===== config.mk =====
export PLATFORM = sky130hd
export DESIGN_NAME = multi_led_blink_scheduler
export DESIGN_NICKNAME = d
export VERILOG_FILES = /design/src/hw/rtl/mlbs_pkg.sv /design/src/hw/rtl/mlbs_channel.sv /design/src/hw/rtl/multi_led_blink_scheduler.sv
export SDC_FILE = /design/constraint.sdc
export NUM_CORES = 1
export LEC_CHECK = 0
export CORE_ASPECT_RATIO = 0.5
export CORE_MARGIN = 2
export CORE_UTILIZATION = 40
export CTS_BUF_LIST = sky130_fd_sc_hd__clkbuf_2
export DETAILED_ROUTE_END_ITERATION = 12
export DONT_BUFFER_PORTS = 1
export GPL_TIMING_DRIVEN = 0
export HOLD_SLACK_MARGIN = 0.02
export PLACE_DENSITY_LB_ADDON = 0.1
export SLEW_MARGIN = 20
export SYNTH_ARGS = -nofsm -noshare
export SYNTH_HDL_FRONTEND = slang
export SYNTH_SLANG_ARGS = --single-unit

===== constraint.sdc =====
create_clock -name clk -period 5.7 [get_ports clk]
set_clock_uncertainty 0.15 [all_clocks]
set_input_delay 1.14 -clock clk [delete_from_list [all_inputs] [get_ports clk]]
set_output_delay 1.14 -clock clk [all_outputs]
set_load 0.1 [all_outputs]

===== src/hw/rtl/mlbs_pkg.sv =====
// shared types and constants for the multi-led blink scheduler
`default_nettype none
package mlbs_pkg;

	// fixed field widths of the item and result beats
	localparam int unsigned TICKS_W   = 16;
	localparam int unsigned INDEX_W   = 2;
	localparam int unsigned OUT_BITS  = 4;

	// defaults for the top level parameters
	localparam int unsigned NUM_LEDS_DEF    = 4;
	localparam int unsigned COUNT_WIDTH_DEF = 16;

	// item kinds
	typedef enum logic [1:0] {
		KIND_TICK  = 2'd0,
		KIND_SET   = 2'd1,
		KIND_START = 2'd2,
		KIND_STOP  = 2'd3
	} kind_t;

	// input beat
	typedef struct packed {
		kind_t                kind;
		logic [INDEX_W-1:0]   led_index;
		logic                 level;
		logic [TICKS_W-1:0]   on_ticks;
		logic [TICKS_W-1:0]   period_ticks;
	} item_t;

	// result beat
	typedef struct packed {
		logic [OUT_BITS-1:0] led_levels;
		logic [OUT_BITS-1:0] blinking_mask;
	} result_t;

	// command broadcast from the top level to every channel
	typedef struct packed {
		logic               en;
		kind_t              kind;
		logic               level;
		logic [TICKS_W-1:0] on_ticks;
		logic [TICKS_W-1:0] period_ticks;
	} chan_cmd_t;

endpackage
`default_nettype wire


===== src/hw/rtl/mlbs_channel.sv =====
// one led channel: level, blink lengths and tick counters
`default_nettype none
module mlbs_channel #(
	parameter int unsigned COUNT_WIDTH = mlbs_pkg::COUNT_WIDTH_DEF
) (
	input  wire logic                 clk,
	input  wire logic                 arst_n,
	input  wire mlbs_pkg::chan_cmd_t  cmd,
	input  wire logic                 sel,
	output logic                      level,
	output logic                      blinking
);
	import mlbs_pkg::*;

	logic                   level_q;
	logic [COUNT_WIDTH-1:0] on_len_q;
	logic [COUNT_WIDTH-1:0] period_len_q;
	logic [COUNT_WIDTH-1:0] period_cnt_q;
	logic [COUNT_WIDTH-1:0] on_cnt_q;

	logic [COUNT_WIDTH-1:0] on_in;
	logic [COUNT_WIDTH-1:0] period_in;

	// fit the 16-bit tick fields to the counter width
	if (COUNT_WIDTH == TICKS_W) begin : g_same
		assign on_in     = cmd.on_ticks;
		assign period_in = cmd.period_ticks;
	end else if (COUNT_WIDTH > TICKS_W) begin : g_wide
		assign on_in     = {{(COUNT_WIDTH - TICKS_W){1'b0}}, cmd.on_ticks};
		assign period_in = {{(COUNT_WIDTH - TICKS_W){1'b0}}, cmd.period_ticks};
	end else begin : g_narrow
		assign on_in     = cmd.on_ticks[COUNT_WIDTH-1:0];
		assign period_in = cmd.period_ticks[COUNT_WIDTH-1:0];
	end

	// tick update: period counter wraps by compare, then the on counter
	logic                   active;
	logic [COUNT_WIDTH-1:0] period_eff;
	logic [COUNT_WIDTH:0]   period_inc;
	logic [COUNT_WIDTH:0]   on_inc;
	logic [COUNT_WIDTH-1:0] period_cnt_nx;
	logic [COUNT_WIDTH-1:0] on_cnt_nx;
	logic                   level_mid;
	logic                   level_tick;

	always_comb begin
		active     = (on_len_q != '0);
		period_eff = (period_len_q == '0) ? COUNT_WIDTH'(1) : period_len_q;
		period_inc = {1'b0, period_cnt_q} + (COUNT_WIDTH + 1)'(1);
		period_cnt_nx = (period_inc >= {1'b0, period_eff}) ? '0
			: period_inc[COUNT_WIDTH-1:0];
		level_mid  = (period_cnt_nx == '0) ? 1'b1 : level_q;
		on_inc     = {1'b0, on_cnt_q} + (COUNT_WIDTH + 1)'(1);
		on_cnt_nx  = on_cnt_q;
		level_tick = level_mid;
		if (level_mid) begin
			on_cnt_nx = (on_inc >= {1'b0, on_len_q}) ? '0 : on_inc[COUNT_WIDTH-1:0];
			if (on_cnt_nx == '0) begin
				level_tick = 1'b0;
			end
		end
	end

	// control state: level and on length
	always_ff @(posedge clk or negedge arst_n) begin
		if (!arst_n) begin
			level_q  <= 1'b0;
			on_len_q <= '0;
		end else if (cmd.en) begin
			case (cmd.kind)
				KIND_TICK: begin
					if (active) begin
						level_q <= level_tick;
					end
				end
				KIND_SET: begin
					if (sel) begin
						level_q <= cmd.level;
					end
				end
				KIND_START: begin
					if (sel) begin
						level_q  <= 1'b0;
						on_len_q <= on_in;
					end
				end
				KIND_STOP: begin
					if (sel) begin
						on_len_q <= '0;
					end
				end
				default: begin
					level_q <= level_q;
				end
			endcase
		end
	end

	// period length and counters, only read while blinking
	always_ff @(posedge clk) begin
		if (cmd.en) begin
			if (cmd.kind == KIND_TICK) begin
				if (active) begin
					period_cnt_q <= period_cnt_nx;
					on_cnt_q     <= on_cnt_nx;
				end
			end else if (cmd.kind == KIND_START && sel) begin
				period_len_q <= period_in;
				period_cnt_q <= '0;
				on_cnt_q     <= '0;
			end
		end
	end

	assign level    = level_q;
	assign blinking = active;

endmodule
`default_nettype wire


===== src/hw/rtl/multi_led_blink_scheduler.sv =====
// top level of the multi-led blink scheduler
//
//  channel  dir  beat      fields
//  item     in   item_t    kind, led_index, level, on_ticks, period_ticks
//  result   out  result_t  led_levels, blinking_mask
//
// one result beat per item beat, one item per cycle sustained while result_ready stays high
// an accepted item passes the item register, then the channel state, which is shown as the result
// the item stage holds while the result beat waits on result_ready
// reset clears levels and on lengths; all leds off and not blinking
`default_nettype none
module multi_led_blink_scheduler #(
	parameter int unsigned NUM_LEDS    = mlbs_pkg::NUM_LEDS_DEF,
	parameter int unsigned COUNT_WIDTH = mlbs_pkg::COUNT_WIDTH_DEF
) (
	input  wire logic              clk,
	input  wire logic              arst_n,
	input  wire logic              item_valid,
	output logic                   item_ready,
	input  wire mlbs_pkg::item_t   item,
	output logic                   result_valid,
	input  wire logic              result_ready,
	output mlbs_pkg::result_t      result
);
	import mlbs_pkg::*;

	logic    item_vld_s1;
	item_t   item_s1;
	logic    advance;
	logic    res_vld_q;
	result_t res_beat;

	assign advance    = item_vld_s1 && (!res_vld_q || result_ready);
	assign item_ready = !item_vld_s1 || advance;

	// item stage valid
	always_ff @(posedge clk or negedge arst_n) begin
		if (!arst_n) begin
			item_vld_s1 <= 1'b0;
		end else if (item_ready) begin
			item_vld_s1 <= item_valid;
		end
	end

	// item stage payload
	always_ff @(posedge clk) begin
		if (item_ready && item_valid) begin
			item_s1 <= item;
		end
	end

	// command broadcast to the channels
	chan_cmd_t cmd;
	always_comb begin
		cmd.en           = advance;
		cmd.kind         = item_s1.kind;
		cmd.level        = item_s1.level;
		cmd.on_ticks     = item_s1.on_ticks;
		cmd.period_ticks = item_s1.period_ticks;
	end

	logic [NUM_LEDS-1:0] lvl_now;
	logic [NUM_LEDS-1:0] blk_now;

	for (genvar i = 0; i < NUM_LEDS; i++) begin : g_chan
		logic sel;
		assign sel = (32'(item_s1.led_index) == i);
		mlbs_channel #(
			.COUNT_WIDTH(COUNT_WIDTH)
		) u_chan (
			.clk     (clk),
			.arst_n  (arst_n),
			.cmd     (cmd),
			.sel     (sel),
			.level   (lvl_now[i]),
			.blinking(blk_now[i])
		);
	end

	// result beat reads the updated channel state, low four leds only
	logic [OUT_BITS-1:0] lvl_nx;
	logic [OUT_BITS-1:0] blk_nx;

	for (genvar j = 0; j < OUT_BITS; j++) begin : g_out
		if (j < NUM_LEDS) begin : g_led
			assign lvl_nx[j] = lvl_now[j];
			assign blk_nx[j] = blk_now[j];
		end else begin : g_none
			assign lvl_nx[j] = 1'b0;
			assign blk_nx[j] = 1'b0;
		end
	end

	// result valid: channel state lands on the same edge, so the beat
	// is taken from the channel outputs while it is shown
	always_ff @(posedge clk or negedge arst_n) begin
		if (!arst_n) begin
			res_vld_q <= 1'b0;
		end else if (advance) begin
			res_vld_q <= 1'b1;
		end else if (result_ready) begin
			res_vld_q <= 1'b0;
		end
	end

	always_comb begin
		res_beat.led_levels    = lvl_nx;
		res_beat.blinking_mask = blk_nx;
	end

	assign result_valid = res_vld_q;
	assign result       = res_beat;

`ifndef ASSERT_OFF
	a_item_hold: assert property (@(posedge clk) disable iff (!arst_n)
		item_vld_s1 && !advance |=> item_vld_s1 && $stable(item_s1))
		else $error("item stage changed while stalled");

	a_adv_result: assert property (@(posedge clk) disable iff (!arst_n)
		advance |=> result_valid)
		else $error("no result after an item advanced");

	a_stop_clears: assert property (@(posedge clk) disable iff (!arst_n)
		advance && item_s1.kind == KIND_STOP && item_s1.led_index == '0
		|=> !result.blinking_mask[0])
		else $error("stop left led 0 blinking");

	a_set_level: assert property (@(posedge clk) disable iff (!arst_n)
		advance && item_s1.kind == KIND_SET && item_s1.led_index == '0
		|=> result.led_levels[0] == $past(item_s1.level))
		else $error("static level not applied to led 0");

	a_start_off: assert property (@(posedge clk) disable iff (!arst_n)
		advance && item_s1.kind == KIND_START && item_s1.led_index == '0
		|=> !result.led_levels[0])
		else $error("start left led 0 on");
`endif

endmodule
`default_nettype wire

==> out/results.tsv <==
metric	value	unit
outcome	completed	
post-synth top area share	40.5	%
sequential fraction of the synthesis area	50.8	%
most frequent cell after synthesis	edfxtp_1	
min Tclk post-route	4630	ps
CTS Buf Count	74	
PD cells	277	nW/um^2
CTS Root Cell	clkbuf_2	
Post-CTS Setup Bufs	0	
max_slew headroom	25.9	%
final hold violations	0	
XOR/XNOR Fraction of Synth Area	5.72	%
CP max FO	14	
Synth Flop Type	edfxtp_1	
Compound-Gate Fraction of Synth Area	8.15	%
GP Congestion	0.841	
clk slew on worst S/H paths	130	ps
initial antenna violation count	1	
grt ovf	0	
H-tree depth	3	
Max Cap Viol	0	
Crit. End Element	flop	
Area Growth Syn to Fin	9.94	%
crit path cell chain	ha_1 > nand3_1 > or2_1 > or3_1 > nand2_1 > ha_1 > a21o_1 > a221oi_1 > o21ai_0 > a211oi_1 > nor3b_1 > a21boi_2 > buf_6	
hold path start	item[10]	
Synth Area in Simple Gates	19.1	%
largest family of logic cells by synthesized area	simple AND/OR/NAND/NOR gates	
Max Fclk	0.216	GHz
row count	53	
Post-DRT Antenna Nets	0	
maximum VDD drop	0.160	mV
Critical Path Start Type	flop	
CP max stage delay	730	ps
largest net degree at the start of global routing	71	
die area	44300	um^2
area share of fa/ha/maj cells after synthesis	10.3	%
initial cell density of the core	40.5	%
DR vias/cell	5.25	
layout net count	1926	
count of cell types in the netlist	68	
final cell utilization of the core	44.5	%
Die H	150	um
Port Buffers	0	
Ys Warns	0	
mux share of post-synthesis cell area	0.243	%
Final Cycle Share	81.3	%
RSZ-0062 raised after global routing	false	
Setup Viol. Count Final	0	
Area contributors post-synth	edfxtp_1 40%, dfrtp_1 10%, ha_1 10%	
layout cell share with drive strength beyond 1	9.11	%
area leader, netlist	edfxtp_1	
critical path required time	6200	ps
DRC	0	
CP startpoint	g_chan[2].u_chan.period_cnt_q[0]	
Post-synth top cells	229 x edfxtp_1, 206 x inv_1, 140 x ha_1	
leakage	7.69	nW
initial DRC count	785	
drt pass-1 iters	5	
Synth Instances	1646	
syn_area_per_cell	10.3	um^2
number of synthesized flops with an enable pin	229	
Buf+Inv Stages, Crit Path	1	
CP delay by family, top	compound AO/OA/AOI/OAI gates	
Syn Nets	1827	
CP most frequent cell	ha_1	
vias in the first global route	12600	
WP data arrival	5140	ps
final wirelength	41900	um
total number of vias	12500	
Core ar.	42000	um^2
Slew @ Worst Pin	1110	ps
Worst-Skew Late Latency	940	ps
GR Util All Layers	19.2	%
reg2reg start	g_chan[2].u_chan.period_cnt_q[0]	
Crit Path Class	reg2reg	
met1 wire length	19800	um
Post-synth ARST share	23.4	%
Pwr Total	5.17	mW
met2 wire length	19100	um
slowest cell on the critical path	a211oi_1	
Max Slew Vio Count	0	
Chip Width	296	um
Detail Route met3 WL	2130	um
highest metal used	met4	
first-pass GRT wire length	66000	um
CTS sink cnt	299	
Synth Cell Area	17000	um^2
IO Count	51	
CTS Buffer Depth	3	
Yosys reg bits	299	
hpwl dp	30900	um
Hold Crit Class	in2reg	
CTS tree	yes	
WL per Instance	17.6	um
[final cells by class]
class / count / area, um^2
antenna: 1 / 2.50
buffer: 42 / 191
clock buffer: 105 / 526
clock inverter: 27 / 131
fill: 4028 / 23300
inverter: 206 / 773
multi-input combinational: 1099 / 7450
sequential: 299 / 8630
tap: 577 / 722
timing repair buffer: 23 / 263
[path summary, 6_finish.rpt]
kind / to / slack [ps] / depth (start not counted)
hold reg to reg: g_chan[2].u_chan.on_len_q[10] / 370 / 2
hold / removal: cmd[10] / 140 / 0
max in group asynchronous: g_chan[1].u_chan.on_len_q[8] / 4490 / 2
setup reg to reg: g_chan[2].u_chan.on_cnt_q[9] / 1070 / 13
min in group asynchronous: g_chan[3].u_chan.on_len_q[0] / 580 / 2
setup / recovery: g_chan[2].u_chan.on_cnt_q[9] / 1070 / 13
[what timing repair did]
action,4_1_cts,5_1_grt
endpoints found under the setup margin,0,0
hold buffers,15,0
resized for setup,0,0
endpoints found under the hold margin,83,0
[layer usage]
layer | track usage (%) | vias to the layer above
met4 | 6.19 | 0
met1 | 25.7 | 6046
met2 | 31.1 | 250
li1 | - | 6114
met3 | 4.29 | 72
met5 | 0 | -
[cells in the final DEF (no fill, tap or decap), drive strengths merged, types with 51 or more instances in the layout]
| cell type | instances |
|---|---|
| dfrtp | 70 |
| nand3 | 76 |
| o21ai | 92 |
| ha | 140 |
| nand2 | 129 |
| and3 | 56 |
| a21oi | 51 |
| nor2 | 124 |
| clkbuf | 135 |
| xnor2 | 68 |
| nand4 | 52 |
| edfxtp | 229 |
| inv | 212 |
[state kept, by name, indices dropped and copies added, names as in the netlist]
register                    cells
g_chan.u_chan.on_cnt_q         64
g_chan.u_chan.on_len_q         64
g_chan.u_chan.period_cnt_q     64
g_chan.u_chan.period_len_q     64
cmd                            35
g_chan.u_chan.level             4
item_s1                         2
item_vld_s1                     1
result_valid                    1
[worst reg2reg max path: stages (launching register included)]
cell and delay [ps]:
edfxtp_1 530, ha_1 340, nand3_1 180, or2_1 300
or3_1 400, nand2_1 90, ha_1 240, a21o_1 180
a221oi_1 270, o21ai_0 130, a211oi_1 730, nor3b_1 400
a21boi_2 180, buf_6 250
[cells by family (layout without fill, tap and decap cells)]
group / Yosys count / after routing
xor+xnor: 111 / 111
simple gates: 621 / 621
flops: 299 / 299
fa+ha+maj: 140 / 140
mux: 4 / 4
compound gates: 223 / 223
buf+inv: 248 / 403
other cells: 0 / 1
[report_power, final]
part	leakage, nW	switching (mW)	internal, mW
registers	3.04	0.198	2.56
logic	4.14	0.587	0.349
clock network	0.514	0.936	0.543
[per-stage QoR]
stage          hold slack [ps]  setup slack [ps]  TNS, ps  cell area (um^2)  cells
2_1_floorplan              309              1400        0             17000   1646
3_3_place_gp               347              -113    -1800             17700   2223
3_5_place_dp               352              1020        0             17800   2230
4_1_cts                   20.0               975        0             18700   2377
5_1_grt                   21.8               572        0             18700   2379
6_report                   138              1070        0             18700   2379
(Power assumes the default switching activity.)
